**src/sv/wheel_sync_pid_drive_unit_macros.svh**
```systemverilog
// ----------------------------------------------------------------------------
// Wheel sync drive assertion macros
// Shared concurrent assertion forms for the drive controller RTL.
// ----------------------------------------------------------------------------
`ifndef WHEEL_SYNC_PID_DRIVE_UNIT_MACROS_SVH
`define WHEEL_SYNC_PID_DRIVE_UNIT_MACROS_SVH

// Same-cycle implication, disabled while reset is asserted.
`define WSD_ASSERT_IMP(label, clk, rstn, ante, cons) \
    label: assert property (@(posedge clk) disable iff (!(rstn)) (ante) |-> (cons)) \
        else $error("wheel sync drive: same-cycle check failed");

// Next-cycle implication, disabled while reset is asserted.
`define WSD_ASSERT_NXT(label, clk, rstn, ante, cons) \
    label: assert property (@(posedge clk) disable iff (!(rstn)) (ante) |=> (cons)) \
        else $error("wheel sync drive: next-cycle check failed");

`endif

```
**src/sv/wsd_pkg.sv**
```systemverilog
// ----------------------------------------------------------------------------
// Wheel sync drive package
// Widths, register indexes and shared bundle types of the drive controller.
// ----------------------------------------------------------------------------
`timescale 1ns / 1ps
`default_nettype none

package wsd_pkg;

    // Fixed field widths.
    localparam int ENC_PORT_W   = 32;
    localparam int TARGET_W     = 31;
    localparam int POWER_W      = 8;
    localparam int GAIN_W       = 16;
    localparam int DBAND_W      = 8;
    localparam int LIM_W        = 16;
    localparam int SUM_W        = 17;
    localparam int CFG_ADDR_W   = 3;
    localparam int CFG_DATA_W   = 31;

    // Design constants.
    localparam int GAIN_FRAC_BITS = 12;
    localparam int ENC_WIDTH      = 32;

    // Derived datapath widths.
    localparam int MAG_W  = ENC_WIDTH;
    localparam int CMP_W  = (MAG_W > TARGET_W) ? MAG_W : TARGET_W;
    localparam int ERR_W  = ENC_WIDTH + 1;
    localparam int DLT_W  = ERR_W + 1;
    localparam int PE_W   = GAIN_W + 1 + ERR_W;
    localparam int PI_W   = GAIN_W + 1 + SUM_W;
    localparam int PD_W   = GAIN_W + 1 + DLT_W;
    localparam int ACC_W  = PD_W + 2;

    // Reset values of the configuration registers.
    localparam logic [TARGET_W-1:0] TARGET_RST = TARGET_W'(22090);
    localparam logic [POWER_W-1:0]  BASE_RST   = POWER_W'(70);
    localparam logic [GAIN_W-1:0]   GAIN_P_RST = GAIN_W'(1638);
    localparam logic [GAIN_W-1:0]   GAIN_I_RST = GAIN_W'(41);
    localparam logic [GAIN_W-1:0]   GAIN_D_RST = GAIN_W'(1638);
    localparam logic [DBAND_W-1:0]  DBAND_RST  = DBAND_W'(3);
    localparam logic [LIM_W-1:0]    LIM_RST    = LIM_W'(100);

    // Motor power saturation limit.
    localparam int POWER_LIMIT = 100;

    // Configuration register indexes.
    typedef enum logic [CFG_ADDR_W-1:0] {
        REG_TARGET    = 3'd0,
        REG_BASE      = 3'd1,
        REG_GAIN_P    = 3'd2,
        REG_GAIN_I    = 3'd3,
        REG_GAIN_D    = 3'd4,
        REG_DEAD_BAND = 3'd5,
        REG_INT_LIM   = 3'd6
    } cfg_addr_t;

    // Current configuration.
    typedef struct packed {
        logic [TARGET_W-1:0]       target;
        logic signed [POWER_W-1:0] base;
        logic [GAIN_W-1:0]         gain_p;
        logic [GAIN_W-1:0]         gain_i;
        logic [GAIN_W-1:0]         gain_d;
        logic [DBAND_W-1:0]        dead_band;
        logic [LIM_W-1:0]          int_lim;
    } cfg_t;

    // Error stage result handed to the gain stage.
    typedef struct packed {
        logic                    done;
        logic signed [ERR_W-1:0] err;
        logic signed [SUM_W-1:0] sum;
        logic signed [DLT_W-1:0] delta;
    } err_t;

endpackage

`default_nettype wire

```
**src/sv/wsd_err_stage.sv**
```systemverilog
// ----------------------------------------------------------------------------
// Wheel sync drive error stage
// Target check, wheel error with deadband, clamped integral and derivative,
// plus the controller history registers.
// ----------------------------------------------------------------------------
`timescale 1ns / 1ps
`default_nettype none

`include "wheel_sync_pid_drive_unit_macros.svh"

module wsd_err_stage
    import wsd_pkg::*;
(
    input  wire logic                  aclk,
    input  wire logic                  aresetn,
    input  wire logic                  ld_en,
    input  wire logic                  in_valid,
    input  wire logic                  in_start,
    input  wire logic [ENC_PORT_W-1:0] in_enc_b,
    input  wire logic [ENC_PORT_W-1:0] in_enc_c,
    input  wire cfg_t                  cfg,
    output err_t                       res
);

    // Magnitude of an encoder count; the most negative count maps exactly.
    function automatic logic [MAG_W-1:0] enc_mag(input logic signed [ENC_WIDTH-1:0] x);
        logic [MAG_W-1:0] m;
        m = x[ENC_WIDTH-1] ? MAG_W'(~x + 1'b1) : MAG_W'(x);
        return m;
    endfunction

    logic signed [ENC_WIDTH-1:0] enc_b;
    logic signed [ENC_WIDTH-1:0] enc_c;
    logic                        done;
    logic signed [ERR_W-1:0]     err_raw;
    logic [ERR_W-1:0]            err_mag;
    logic signed [ERR_W-1:0]     err;
    logic signed [SUM_W-1:0]     sum_old;
    logic signed [ERR_W-1:0]     prev_old;
    logic signed [DLT_W-1:0]     sum_raw;
    logic signed [DLT_W-1:0]     lim_s;
    logic signed [DLT_W-1:0]     sum_clamp;
    logic signed [DLT_W-1:0]     delta;

    logic signed [SUM_W-1:0]     sum_reg;
    logic signed [SUM_W-1:0]     sum_next;
    logic signed [ERR_W-1:0]     prev_reg;
    logic signed [ERR_W-1:0]     prev_next;
    err_t                        res_reg;

    // The encoders are taken from their low bits.
    assign enc_b = $signed(in_enc_b[ENC_WIDTH-1:0]);
    assign enc_c = $signed(in_enc_c[ENC_WIDTH-1:0]);

    // Stop once either wheel has reached the target magnitude.
    always_comb begin
        done = (CMP_W'(enc_mag(enc_b)) >= CMP_W'(cfg.target)) ||
               (CMP_W'(enc_mag(enc_c)) >= CMP_W'(cfg.target));
    end

    // Wheel error with the deadband applied.
    always_comb begin
        err_raw = $signed({enc_b[ENC_WIDTH-1], enc_b}) - $signed({enc_c[ENC_WIDTH-1], enc_c});
        err_mag = err_raw[ERR_W-1] ? ERR_W'(~err_raw + 1'b1) : ERR_W'(err_raw);
        if (err_mag < ERR_W'(cfg.dead_band)) begin
            err = '0;
        end else begin
            err = err_raw;
        end
    end

    // Integral with symmetric clamp, and derivative against the last error.
    always_comb begin
        sum_old  = in_start ? '0 : sum_reg;
        prev_old = in_start ? '0 : prev_reg;
        sum_raw  = $signed({{(DLT_W-SUM_W){sum_old[SUM_W-1]}}, sum_old}) +
                   $signed({err[ERR_W-1], err});
        lim_s    = $signed({{(DLT_W-LIM_W){1'b0}}, cfg.int_lim});
        if (sum_raw > lim_s) begin
            sum_clamp = lim_s;
        end else if (sum_raw < -lim_s) begin
            sum_clamp = -lim_s;
        end else begin
            sum_clamp = sum_raw;
        end
        delta = $signed({err[ERR_W-1], err}) - $signed({prev_old[ERR_W-1], prev_old});
    end

    // History update: a done tick only honors the start clear.
    always_comb begin
        sum_next  = sum_reg;
        prev_next = prev_reg;
        if (ld_en && in_valid) begin
            if (done) begin
                sum_next  = sum_old;
                prev_next = prev_old;
            end else begin
                sum_next  = sum_clamp[SUM_W-1:0];
                prev_next = err;
            end
        end
    end

    always_ff @(posedge aclk) begin
        if (!aresetn) begin
            sum_reg  <= '0;
            prev_reg <= '0;
        end else begin
            sum_reg  <= sum_next;
            prev_reg <= prev_next;
        end
    end

    // Stage result register.
    always_ff @(posedge aclk) begin
        if (ld_en) begin
            res_reg.done  <= done;
            res_reg.err   <= err;
            res_reg.sum   <= sum_clamp[SUM_W-1:0];
            res_reg.delta <= delta;
        end
    end

    assign res = res_reg;

    // A done tick without start leaves the history alone.
    `WSD_ASSERT_NXT(a_done_keeps_hist, aclk, aresetn,
        ld_en && in_valid && done && !in_start,
        $stable(sum_reg) && $stable(prev_reg))

    // A done tick with start leaves a cleared history.
    `WSD_ASSERT_NXT(a_done_start_clears, aclk, aresetn,
        ld_en && in_valid && done && in_start,
        (sum_reg == '0) && (prev_reg == '0))

endmodule

`default_nettype wire

```
**config.mk**
```make
export PLATFORM = sky130hd
export DESIGN_NAME = wsd_err_stage
export DESIGN_NICKNAME = d
export VERILOG_FILES = /design/src/sv/wsd_pkg.sv /design/src/sv/wsd_err_stage.sv
export VERILOG_INCLUDE_DIRS = /design/src /design/src/sv
export SDC_FILE = /design/constraint.sdc
export NUM_CORES = 1
export LEC_CHECK = 0
export ABC_CLOCK_PERIOD_IN_PS = 11200
export BUFFER_PORTS_ARGS = -buffer_cell sky130_fd_sc_hd__buf_2
export CAP_MARGIN = 10
export CELL_PAD_IN_SITES_DETAIL_PLACEMENT = 1
export CELL_PAD_IN_SITES_GLOBAL_PLACEMENT = 1
export CORE_ASPECT_RATIO = 0.9
export CORE_MARGIN = 1
export CORE_UTILIZATION = 39
export DETAILED_ROUTE_END_ITERATION = 6
export MAX_ROUTING_LAYER = met4
export PLACE_DENSITY = 0.89
export SLEW_MARGIN = 40
export SYNTH_ARGS = -nofsm -noshare
export SYNTH_HDL_FRONTEND = slang
export SYNTH_SLANG_ARGS = --single-unit
```
**constraint.sdc**
```tcl
create_clock -name aclk -period 11.2 [get_ports aclk]
set_input_delay 0.56 -clock aclk [delete_from_list [all_inputs] [get_ports aclk]]
set_output_delay 0.56 -clock aclk [all_outputs]
set_load 0.005 [all_outputs]
```
Word-level counts from Yosys, hierarchy flattened
Index checks and enable logic that the tools add are counted.
- add/sub/neg operators: 7
- multiply operators: 0
- div/mod/pow operators: 0
- $lt $le $gt $ge: 5
- equal/unequal tests: 0
- shift operators: 0
- muxes and demuxes: 10
- bitwise gates (word level): 3
- reduce and logical (&&, ||, !) cells: 2
- operator list (cell ; count):
    33-bit 2-to-1 mux ; 4
    17-bit 2-to-1 mux ; 4
    32-bit by 1-bit adder with 32-bit output (second input constant) ; 2
    32-bit by 31-bit >= comparator with 1-bit output ; 2
    32-bit 2-to-1 mux ; 2
    32-bit NOT ; 2
    17-bit by 33-bit adder with 34-bit output ; 1
    34-bit by 17-bit greater-than comparator with 1-bit output ; 1
    34-bit less-than comparator ; 1
    16-bit negation with 34-bit output ; 1
    33-bit by 33-bit subtractor with 34-bit output ; 1
    33-bit by 1-bit adder with 33-bit output (second input constant) ; 1
    33-bit by 8-bit less-than comparator with 1-bit output ; 1
    33-bit NOT ; 1
    32-bit by 32-bit subtractor with 33-bit output ; 1
    1-bit logical AND ; 1
    1-bit logical OR ; 1
- register bits after elaboration: 135
- latch bits: 0
- bits in writable memories: 0
- bits in read-only memories: 0
- input port bits: 180
- output and inout bits: 85
- logic and storage cells: 33
- memories kept: 0

Depth between registers and ports, before layout
Gate-level depths: netlist of the first run.
- depth after elaboration: 11
- gate-level depth with buffers: 55
- depth with buffers taken out: 51

Worst setup path before layout of the first run
Ideal clock, no wire load.
- path type: input-to-reg
- from: in in_enc_b[0]
- to: reg res_reg, in the netlist res[42], data pin
- library setup time: 255 ps
- arrival time: 10552 ps
- path slack: 393 ps
- cell stages on the path: 50
- path buffers: 4
- path through: inv_1 > ha_1 > inv_1 > fa_1 > a21o_1 > a221o_1 > a32oi_2 > o21a_1 > a21oi_2 > a41oi_1 > clkbuf_1 > nand2_1 > o21ai_0 > ha_1 > a21boi_0 > o21a_1 > o21a_1 > o21a_1 > [... 14 more ...] > a221oi_1 > o21ai_1 > a21oi_1 > o2111ai_1 > a221o_1 > a21oi_1 > xnor2_1 > ha_1 > nand4_1 > or2_2 > nor2_1 > nand4_1 > o21a_1 > a22oi_1 > clkbuf_1 > mux2i_1 > nand2_1 > and2_1
- word-level cells in the longest chain between the ends: 10
- ends and longest elaborated chain (item ; line ; text):
    from (decl) ; wsd_err_stage.sv:19 ; input wire logic [ENC_PORT_W-1:0] in_enc_b,
    32-bit by 32-bit subtractor with 33-bit output (*) ; wsd_err_stage.sv:63 ; err_raw = $signed({enc_b[ENC_WIDTH-1], enc_b}) - $signed({enc_c[ENC_WIDTH-1], enc_c});
    33-bit NOT ; wsd_err_stage.sv:64 ; err_mag = err_raw[ERR_W-1] ? ERR_W'(~err_raw + 1'b1) : ERR_W'(err_raw);
    33-bit by 1-bit adder with 33-bit output ; wsd_err_stage.sv:64 ;
    33-bit 2-to-1 mux ; wsd_err_stage.sv:64 ;
    33-bit by 8-bit less-than comparator with 1-bit output ; wsd_err_stage.sv:65 ; if (err_mag < ERR_W'(cfg.dead_band)) begin
    33-bit 2-to-1 mux (*) ; wsd_err_stage.sv:65 ;
    via err[7] ; wsd_err_stage.sv:37 ; logic signed [ERR_W-1:0] err;
    17-bit by 33-bit adder with 34-bit output (*) ; wsd_err_stage.sv:76 ; sum_raw = $signed({{(DLT_W-SUM_W){sum_old[SUM_W-1]}}, sum_old}) +
    34-bit less-than comparator ; wsd_err_stage.sv:81 ; end else if (sum_raw < -lim_s) begin
    17-bit 2-to-1 mux ; wsd_err_stage.sv:81 ;
    17-bit 2-to-1 mux (*) ; wsd_err_stage.sv:79 ; if (sum_raw > lim_s) begin
    via sum_clamp[8] ; wsd_err_stage.sv:42 ; logic signed [DLT_W-1:0] sum_clamp;
    to (decl) ; wsd_err_stage.sv:49 ; err_t res_reg;
The timed path passes the listed nets; every way through them passes the cells marked *.
A chain may end at the register's enable or synchronous reset.

Worst setup path in the final report of the first run
- from: in in_enc_b[0]
- to: reg res_reg, in the netlist res[43], data pin
The elaborated chain is that of the path after synthesis.

==> key figures, run 1 <==
Yosys
  – Mapped Nets: 2273
  – Cell count after synthesis: 1870
  – Synth area leader: ha_1
  – Largest cells by area after synthesis: ha_1 18%, edfxtp_1 16%, xnor2_1 6.8%
  – Post-synth top area share: 17.7%
  – Netlist Area Pre-Place: 15600 um2
  – Flip-flop and latch count after synthesis: 135
  – Synthesized area per cell: 8.34 um2
  – Asr flop ratio synth: 0%
  – Sequential fraction of the synthesis area: 22.8%
  – Post-synthesis cell type count: 80
  – EDFF count, synth: 85
  – Synth Warn #: 0
  – Main synth FF type: edfxtp_1

Floorplanning
  – Die Wd: 213 um
  – Top Ports: 265
  – Initial Util: 39.5%
  – Die ar.: 40800 um2
  – Row cnt: 69
  – CORE AREA: 39500 um2
  – Die Span Y: 192 um

Detailed routing
  – Drc violations: 0
  – Drt first-iter violations: 1010
  – First drt pass iteration count: 5
  – Routed Wire Length: 55800 um
  – Vias per cell: 5.88
  – Via count: 15900
  – Post-route ant nets: 0
  – Mean routed wirelength per cell: 20.7 um

Layout
  – Fraction of layout cells with a size suffix above 1: 19.1%
  – Largest register FFs: 85
  – Area grow syn2layout: 19.6%
  – Fin area: 18600 um2
  – Commonest cells after routing, fill and taps aside: 220 x ha_1, 207 x buf_2, 136 x inv_1
  – Number of nets in the layout: 2557
  – Register area: 3550 um2
  – Non-filler instance count after layout: 2701
  – Commonest non-fill, non-tap cell in the layout: ha_1
  – Multi-input gate area: 11400 um2
  – Fill cell count: 4801

Place
  – Cell count after placement: 2663
  – PortBufs: 208
  – Pre-CTS setup slack: -0.113 ns
  – Placed cell areas: 17900 um2
  – Final HPWL DP: 44800 um
  – GPL Wtd Cong: 0.973

STA
  – Fmax achieved: 92.9 MHz
  – Final min period: 10.76 ns
  – Setup violators final: 0
  – Final worst-path cycle share: 96.1%
  – Final WS setup: 0.439 ns
  – Fin. Hold Viols: 0
  – Slew HR: 33.0%
  – Worst Clk Skew: 0.0119 ns
  – Worst-Margin Slew: 0.995 ns
  – Slew Limit Fails: 0

Power
  – Combinational share of power: 50.6%
  – Max IR drop VDD: 0.000102 V
  – Int Power: 1.48 mW
  – Pwr/cell area: 134 nW/um2
  – Register share of total power: 26.4%
  – Clock Power Share: 23.0%
  – Switching part of the total: 40.6%
  – Sw Pwr: 1.01 mW
  – Static leakage: 8.41 nW

Critical path
  – Crit Path Max Fanout: 14
  – R2R depth: 26
  – Critical path class: in -> reg
  – CP max-delay cell: a221o_1
  – Required @ worst endpoint: 11.40 ns
  – Worst path depth: 54
  – CP peak stage delay: 0.41 ns
  – Worst Path Arrival: 10.96 ns
  – Startpoint types: primary input
  – CP Capture Type: flop
  – Critical path buffers and inverters: 10
  – Top delay family on crit path: compound AO/OA/AOI/OAI gates

Clock network
  – Num CTS Buffers: 17
  – # H-tree levels: 4
  – Clock Tree Buf Depth: 2
  – CTS Sinks: 135
  – CTS tree: done
  – CTS Root Cell: clkbuf_16
  – Worst-path clk slew: 0.06 ns
  – Clk Latency, worst-skew pair: 0.46 ns
  – Hold Buf Count CTS: 0

Global routing
  – Vias in the first global route: 16700
  – Grt total ovfl: 0
  – Antenna violations before repair: 1
  – Pin count of the biggest net entering global routing: 57
  – GRT Total Usage: 28.5%
  – First-pass GRT wire length: 89200 um

Worst hold path
  – Type of the worst min-delay path: reg -> reg
  – Worst Hold Path Cells: 1

Job
  – Max-Cap Viols: 0

Run status
  – Status: completed
[per-stage QoR]
step / power (mW) / utilization [%] / hold WS [ns] / setup TNS (ns)
5_1_grt: 2.65 / 47.3 / 0.477 / -0.279
2_1_floorplan: 1.41 / - / 0.434 / 0
3_5_place_dp: 1.89 / 45.5 / 0.456 / -0.581
6_report: 2.49 / 47.3 / 0.464 / 0
4_1_cts: 2.48 / 47.0 / 0.462 / 0
3_3_place_gp: 1.82 / 45.5 / 0.444 / 0
[cell type report]
type	instances	area share (%)
diodes	2	0.0268
well taps	532	3.57
multi-input cells	1539	61.0
inverters	137	2.76
clock buffers	19	2.32
flip-flops and latches	135	19.1
clock inverters	13	0.798
repair buffers	324	10.5
[routing by layer]
layer  up-vias  part of all wire (%)  track usage, %
met4         0                   2.5            9.16
met1      7815                    45            35.5
met5         -                     0               -
met2       415                    48            47.5
li1       7540                     -               -
met3       100                   4.2            3.99
[Yosys cell counts (5+ instances only)]
master	number
o31ai_1	22
o211ai_1	20
nand4_1	38
o21a_1	23
mux2i_1	16
and2_1	32
nor3_1	42
a221oi_1	5
a31oi_1	18
o21ai_0	91
or3_1	26
a22oi_1	5
and4_1	5
nand2b_1	55
o41ai_1	15
a21o_1	82
and3_1	21
a2111oi_0	7
nand3_1	43
a21boi_0	6
or2_2	25
nor2_1	116
a221o_1	5
nor2b_1	40
a32o_1	38
a21oi_1	104
or4_1	13
o21bai_1	10
edfxtp_1	85
dfxtp_1	50
clkbuf_1	44
a211oi_1	17
nand2_1	124
o2111ai_1	7
xnor2_1	121
xor2_1	31
ha_1	220
a22o_1	5
inv_1	136
nor4_1	23
[power by group through the flow]
stage | logic [mW] | registers, mW | clock network, mW
after CTS | 1.24 | 0.659 | 0.581
final | 1.26 | 0.658 | 0.572
after floorplan | 0.743 | 0.671 | 0
after global routing | 1.38 | 0.665 | 0.599
after global placement | 1.16 | 0.666 | 0
after detailed placement | 1.22 | 0.668 | 0
[final timing paths]
path	startpoint	to	slack, ns
max	in_enc_b[0]	res[43]	0.44
min	sum_reg[3]	sum_reg[3]	0.46
max reg2reg	sum_reg[7]	res[43]	5.25
min reg2reg	sum_reg[3]	sum_reg[3]	0.46
[what timing repair did]
item | CTS | global route
endpoints found under the setup margin | 0 | 34
buffers inserted | 0 | 4
gates resized for setup | 0 | 17
[cell families after synthesis]
logic type / after synthesis / share of synthesized area [%]
DFF: 135 / 22.8
xor gates and xnor gates: 152 / 8.54
AOI/OAI and AO/OA: 529 / 23.7
adders and majority gates: 223 / 18.0
and+or+nand+nor: 616 / 20.7
muxes: 19 / 1.24
buffers and inverters: 196 / 4.99
No activity file was read; power rests on OpenSTA's default activity.
==> run 2, diff against run 1 <==
--- a/config.mk
+++ b/config.mk
@@ -6,17 +6,17 @@
 export SDC_FILE = /design/constraint.sdc
 export NUM_CORES = 1
 export LEC_CHECK = 0
-export ABC_CLOCK_PERIOD_IN_PS = 11200
+export ABC_CLOCK_PERIOD_IN_PS = 13370
 export BUFFER_PORTS_ARGS = -buffer_cell sky130_fd_sc_hd__buf_2
 export CAP_MARGIN = 10
 export CELL_PAD_IN_SITES_DETAIL_PLACEMENT = 1
 export CELL_PAD_IN_SITES_GLOBAL_PLACEMENT = 1
 export CORE_ASPECT_RATIO = 0.9
 export CORE_MARGIN = 1
-export CORE_UTILIZATION = 39
+export CORE_UTILIZATION = 47
 export DETAILED_ROUTE_END_ITERATION = 6
 export MAX_ROUTING_LAYER = met4
-export PLACE_DENSITY = 0.89
+export PLACE_DENSITY = 0.95
 export SLEW_MARGIN = 40
 export SYNTH_ARGS = -nofsm -noshare
 export SYNTH_HDL_FRONTEND = slang
==> constraint.sdc (replaced) <==
create_clock -name aclk -period 13.37 [get_ports aclk]
set_input_delay 0.6685 -clock aclk [delete_from_list [all_inputs] [get_ports aclk]]
set_output_delay 0.6685 -clock aclk [all_outputs]
set_load 0.005 [all_outputs]
==> key figures, run 2 (same netlist as run 1, synthesis figures left out) <==
Floorplanning
  – Initial Util: 48.3% (+8.8 points)
  – Die Wd: 194 um (-8.8%)
  – Die ar.: 33900 um2 (-17%)
  – Row cnt: 62 (-10%)
  – CORE AREA: 32300 um2 (-18%)
  – Top Ports: 265 (unchanged)
  – Die Span Y: 175 um (-8.8%)

Global routing
  – First-pass GRT wire length: 91500 um (+2.6%)
  – GRT Total Usage: 34.7% (+6.2 points)
  – Vias in the first global route: 17100 (+2.5%)
  – Grt total ovfl: 0 (unchanged)
  – Pin count of the biggest net entering global routing: 56 (-1.8%)
  – Antenna violations before repair: 2 (+1)

Layout
  – Area grow syn2layout: 13.2%
  – Fraction of layout cells with a size suffix above 1: 14.6% (-4.4 points)
  – Final core utilization: 54.7% (+7.4 points)
  – Number of nets in the layout: 2456 (-3.9%)
  – Fill cell count: 3939 (-18%)
  – Largest register FFs: 85 (unchanged)
  – Commonest cells after routing, fill and taps aside: 220 x ha_1, 207 x buf_2, 136 x inv_1
  – Commonest non-fill, non-tap cell in the layout: ha_1

STA
  – RSZ-0062 raised after global routing: false
  – Worst-Margin Slew: 0.811 ns (-0.184 ns)
  – Slew HR: 44.5% (+12 points)
  – Worst Clk Skew: 0.0108 ns (-0.00117 ns)
  – Fin. Hold Viols: 0 (unchanged)
  – Final min period: 12.86 ns
  – Final worst-path cycle share: 96.2%
  – Fin Setup TNS: 0 ns (unchanged)
  – Fmax achieved: 77.7 MHz
  – Setup violators final: 0 (unchanged)
  – Slew Limit Fails: 0 (unchanged)

Critical path
  – Required @ worst endpoint: 13.71 ns (+2.31 ns)
  – Worst Path Arrival: 13.20 ns (+2.24 ns)
  – Most common cell on crit path: o21a_1
  – Critical path class: in -> reg
  – CP peak stage delay: 0.66 ns (+0.25 ns)
  – Crit Path Max Fanout: 24 (+10)
  – CP max-delay cell: a221oi_1
  – Startpoint types: primary input
  – CP Capture Type: flop

Detailed routing
  – Vias per cell: 6.50 (+11%)
  – Mean routed wirelength per cell: 23.0 um (+11%)
  – DR WL met3: 3630 um (+56%)
  – Via count: 16100 (+1.7%)
  – Post-route ant nets: 0 (unchanged)
  – Routed Wire Length: 57100 um (+2.3%)
  – Drt first-iter violations: 1304 (+29%)
  – Max Used Layer: met4
  – First drt pass iteration count: 5 (unchanged)
  – Metal-1 WL: 23400 um (-7.2%)
  – Met2 Wirelength: 27400 um (+1.9%)
  – Drc violations: 0 (unchanged)

Job
  – Max-Cap Viols: 0 (unchanged)

Clock network
  – CTS Root Cell: clkbuf_16
  – Num CTS Buffers: 17 (unchanged)
  – Clk Latency, worst-skew pair: 0.45 ns (about the same)
  – CTS resizes: 0 (unchanged)
  – # H-tree levels: 4 (unchanged)
  – Worst-path clk slew: 0.07 ns (about the same)
  – Clock Tree Buf Depth: 2 (unchanged)
  – Hold Buf Count CTS: 0 (unchanged)
  – CTS Sinks: 135 (unchanged)
  – Post-CTS setup buffer count: 0 (unchanged)
  – CTS tree: done

Place
  – GPL Wtd Cong: 0.945 (-2.9%)
  – Final HPWL DP: 43300 um (-3.4%)
  – PortBufs: 208 (unchanged)

Run status
  – Status: completed

Power
  – Static leakage: 7.89 nW (-6.2%)
  – Pwr/cell area: 117 nW/um2 (-12%)
  – Max IR drop VDD: 0.000107 V (+4.2%)

Worst hold path
  – Type of the worst min-delay path: reg -> reg
## run 2: changes by cell type in the layout (fill, tap and decap cells not counted), sizes merged
| cell | previous run | this run |
|---|---|---|
| clkbuf | 19 | 17 |
| buf | 324 | 223 |
| inv | 139 | 141 |
## run 2: critical path, delay by kind of cell
family / cells / cell delay [ns]
muxes: 1 / 0.38
adders and majority gates: 5 / 1.72
AOI/OAI and AO/OA: 27 / 6.88
buffers and inverters: 5 / 0.82
and+or+nand+nor: 9 / 2.48
xor gates and xnor gates: 1 / 0.22
## run 2: final cells by class
class                   count  area [um2]  area share [%]
diodes                      2        5.00          0.0284
clock buffers              17         425            2.41
clock inverters            15         166           0.943
inverters                 137         514            2.91
multi-input cells        1539       11300            64.1
flip-flops and latches    135        3550            20.1
well taps                 416         520            2.95
repair buffers            223        1160            6.55
## run 2: metal layers
| metal | global-route usage, % | vias up |
|---|---|---|
| li1 | - | 7343 |
| met1 | 40.6 | 7844 |
| met4 | 15.8 | 0 |
| met2 | 58.6 | 730 |
| met3 | 5.44 | 224 |
| met5 | - | - |
## run 2: path summary, 6_finish.rpt
kind | slack [ns] | from | depth (start not counted) | end
setup / recovery | 0.51 | in_enc_b[0] | 48 | sum_reg[2]
hold / removal | 0.48 | prev_reg[24] | 1 | prev_reg[24]
setup reg to reg | 6.75 | sum_reg[8] | 23 | sum_reg[2]
hold reg to reg | 0.48 | prev_reg[24] | 1 | prev_reg[24]
## run 2: power breakdown
group          switching, mW  internal [mW]  total (mW)
Combinational          0.629          0.384        1.01
Clock                  0.220          0.278       0.499
Sequential            0.0251          0.530       0.555
Total                  0.875           1.19        2.07
## run 2: metrics by stage
step           setup slack (ns)  hold slack (ns)  power (mW)  instance area (um2)  cells
5_1_grt                  0.0333            0.489        2.17                17600   2484
4_1_cts                   0.902            0.475        2.04                17600   2481
2_1_floorplan              2.45            0.434        1.18                15600   1870
3_5_place_dp              0.687            0.451        1.52                17000   2449
3_3_place_gp               1.00            0.447        1.45                17000   2449
6_report                  0.505            0.477        2.07                17600   2484
==> run 3, diff against run 2 <==
--- a/config.mk
+++ b/config.mk
@@ -10,13 +10,13 @@
 export BUFFER_PORTS_ARGS = -buffer_cell sky130_fd_sc_hd__buf_2
 export CAP_MARGIN = 10
 export CELL_PAD_IN_SITES_DETAIL_PLACEMENT = 1
-export CELL_PAD_IN_SITES_GLOBAL_PLACEMENT = 1
+export CELL_PAD_IN_SITES_GLOBAL_PLACEMENT = 2
 export CORE_ASPECT_RATIO = 0.9
 export CORE_MARGIN = 1
-export CORE_UTILIZATION = 47
+export CORE_UTILIZATION = 37
 export DETAILED_ROUTE_END_ITERATION = 6
 export MAX_ROUTING_LAYER = met4
-export PLACE_DENSITY = 0.95
+export PLACE_DENSITY = 0.88
 export SLEW_MARGIN = 40
 export SYNTH_ARGS = -nofsm -noshare
 export SYNTH_HDL_FRONTEND = slang
==> key figures, run 3 (same netlist as run 1, synthesis figures left out) <==
Run status
  – Status: completed

Detailed routing
  – Vias per cell: 5.77 (-11%)
  – Mean routed wirelength per cell: 20.1 um (-13%)
  – Drt first-iter violations: 879 (-33%)
  – Post-route ant nets: 0 (unchanged)
  – Routed Wire Length: 52500 um (-8.2%)
  – Drc violations: 0 (unchanged)
  – First drt pass iteration count: 5 (unchanged)
  – Via count: 15000 (-6.8%)

Critical path
  – Startpoint types: primary input
  – CP peak stage delay: 0.67 ns (about the same)
  – Crit Path Max Fanout: 30 (+25%)
  – CP Capture Type: flop
  – Worst Setup SP: in_enc_b[0]
  – CP max-delay cell: a41oi_1
  – Most common cell on crit path: o21a_1
  – Reg-to-reg startpoint: sum_reg[7]
  – Required @ worst endpoint: 13.58 ns (-0.13 ns)
  – Worst Path Arrival: 12.72 ns (-0.48 ns)
  – Critical path class: in -> reg

Floorplanning
  – Die ar.: 43000 um2 (+27%)
  – Initial Util: 38.0% (-10 points)
  – CORE AREA: 41100 um2 (+27%)
  – Die Wd: 218 um (+13%)
  – Die Span Y: 197 um (+13%)
  – Top Ports: 265 (unchanged)
  – Row cnt: 70 (+13%)

STA
  – Final min period: 12.51 ns (-0.353 ns)
  – Fin. Hold Viols: 0 (unchanged)
  – Fin Setup TNS: 0 ns (unchanged)
  – Worst Clk Skew: 0.0123 ns (+0.00157 ns)
  – Setup violators final: 0 (unchanged)
  – Slew HR: 42.9% (-1.6 points)
  – Fmax achieved: 79.9 MHz (+2.8%)
  – Worst-Margin Slew: 0.848 ns (+0.0375 ns)
  – Final worst-path cycle share: 93.6% (-2.6 points)
  – Slew Limit Fails: 0 (unchanged)
  – RSZ-0062 raised after global routing: false

Clock network
  – # H-tree levels: 4 (unchanged)
  – CTS resizes: 0 (unchanged)
  – Post-CTS setup buffer count: 0 (unchanged)
  – Hold Buf Count CTS: 0 (unchanged)
  – CTS Sinks: 135 (unchanged)
  – CTS tree: done
  – Clock Tree Buf Depth: 2 (unchanged)
  – Num CTS Buffers: 17 (unchanged)
  – Clk Latency, worst-skew pair: 0.45 ns (about the same)
  – Worst-path clk slew: 0.07 ns (about the same)
  – CTS Root Cell: clkbuf_16

Layout
  – Register area: 3550 um2 (unchanged)
  – Multi-input gate area: 11300 um2 (about the same)
  – Number of nets in the layout: 2457 (+0.041%)
  – Commonest non-fill, non-tap cell in the layout: ha_1
  – Largest register FFs: 85 (unchanged)
  – Commonest cells after routing, fill and taps aside: 220 x ha_1, 207 x buf_2, 136 x inv_1
  – Fraction of layout cells with a size suffix above 1: 14.4% (-0.20 points)
  – Area grow syn2layout: 14.2%
  – Fin area: 17800 um2 (+0.94%)
  – Fill cell count: 4950 (+26%)

Power
  – Pwr/cell area: 113 nW/um2 (-3.5%)
  – Max IR drop VDD: 0.000101 V (-4.9%)
  – Static leakage: 7.90 nW (about the same)

Place
  – Placed cell areas: 17200 um2 (+1.0%)
  – Final HPWL DP: 42200 um (-2.5%)
  – GPL Wtd Cong: 0.912 (-3.5%)
  – PortBufs: 208 (unchanged)

Job
  – Max-Cap Viols: 0 (unchanged)

Global routing
  – First-pass GRT wire length: 83500 um (-8.8%)
  – Vias in the first global route: 15300 (-10%)
  – Grt total ovfl: 0 (unchanged)
  – Antenna violations before repair: 2 (unchanged)
  – GRT Total Usage: 25.3% (-9.4 points)
  – Pin count of the biggest net entering global routing: 58 (+3.6%)

Worst hold path
  – Hold path start: sum_reg[3]
  – Type of the worst min-delay path: reg -> reg
[run 3: final cells by class]
class | instances | area share (%)
clock inverter | 13 | 0.948
clock buffer | 19 | 2.43
inverter | 137 | 2.89
multi-input combinational | 1539 | 63.4
sequential | 135 | 19.9
tap | 540 | 3.79
antenna | 2 | 0.0281
timing repair buffer | 224 | 6.53
[run 3: stage by stage]
| stage | power (mW) | setup WS (ns) | instances | hold WS, ns | utilization, % |
|---|---|---|---|---|---|
| detailed placement | 1.50 | 0.748 | 2575 | 0.458 | 41.9 |
| finish | 2.01 | 0.858 | 2609 | 0.468 | 43.4 |
| CTS | 2.02 | 1.09 | 2607 | 0.473 | 43.3 |
| floorplan | 1.18 | 2.45 | 1870 | 0.434 | - |
| global route | 2.14 | 0.191 | 2609 | 0.495 | 43.4 |
| global placement | 1.47 | 0.936 | 2575 | 0.442 | 41.9 |
[run 3: critical path, delay by kind of cell]
kind                       cells  cell delay, ns
xor gates and xnor gates       1            0.23
buffers and inverters          5            0.90
AOI/OAI and AO/OA             27            6.98
adders and majority gates      5            1.77
muxes                          1            0.22
and+or+nand+nor               10            1.92
[run 3: worst paths after layout]
path / endpoint / slack [ns] / depth (start not counted)
max: res[44] / 0.86 / 49
max reg2reg: res[44] / 6.89 / 23
min reg2reg: sum_reg[3] / 0.47 / 1
min: sum_reg[3] / 0.47 / 1
[run 3: layer usage]
layer / vias up / GRT usage [%] / part of all wire [%]
met3: 58 / 3.15 / 2.8
met4: 0 / 5.52 / 1.7
li1: 7335 / - / -
met5: - / - / 0
met1: 7393 / 33.9 / 49
met2: 258 / 40.5 / 47
[run 3: report_power, final]
part | internal (mW) | switching (mW) | total, mW
Combinational | 0.379 | 0.580 | 0.959
Sequential | 0.530 | 0.0243 | 0.554
Clock | 0.295 | 0.205 | 0.500
Total | 1.20 | 0.809 | 2.01
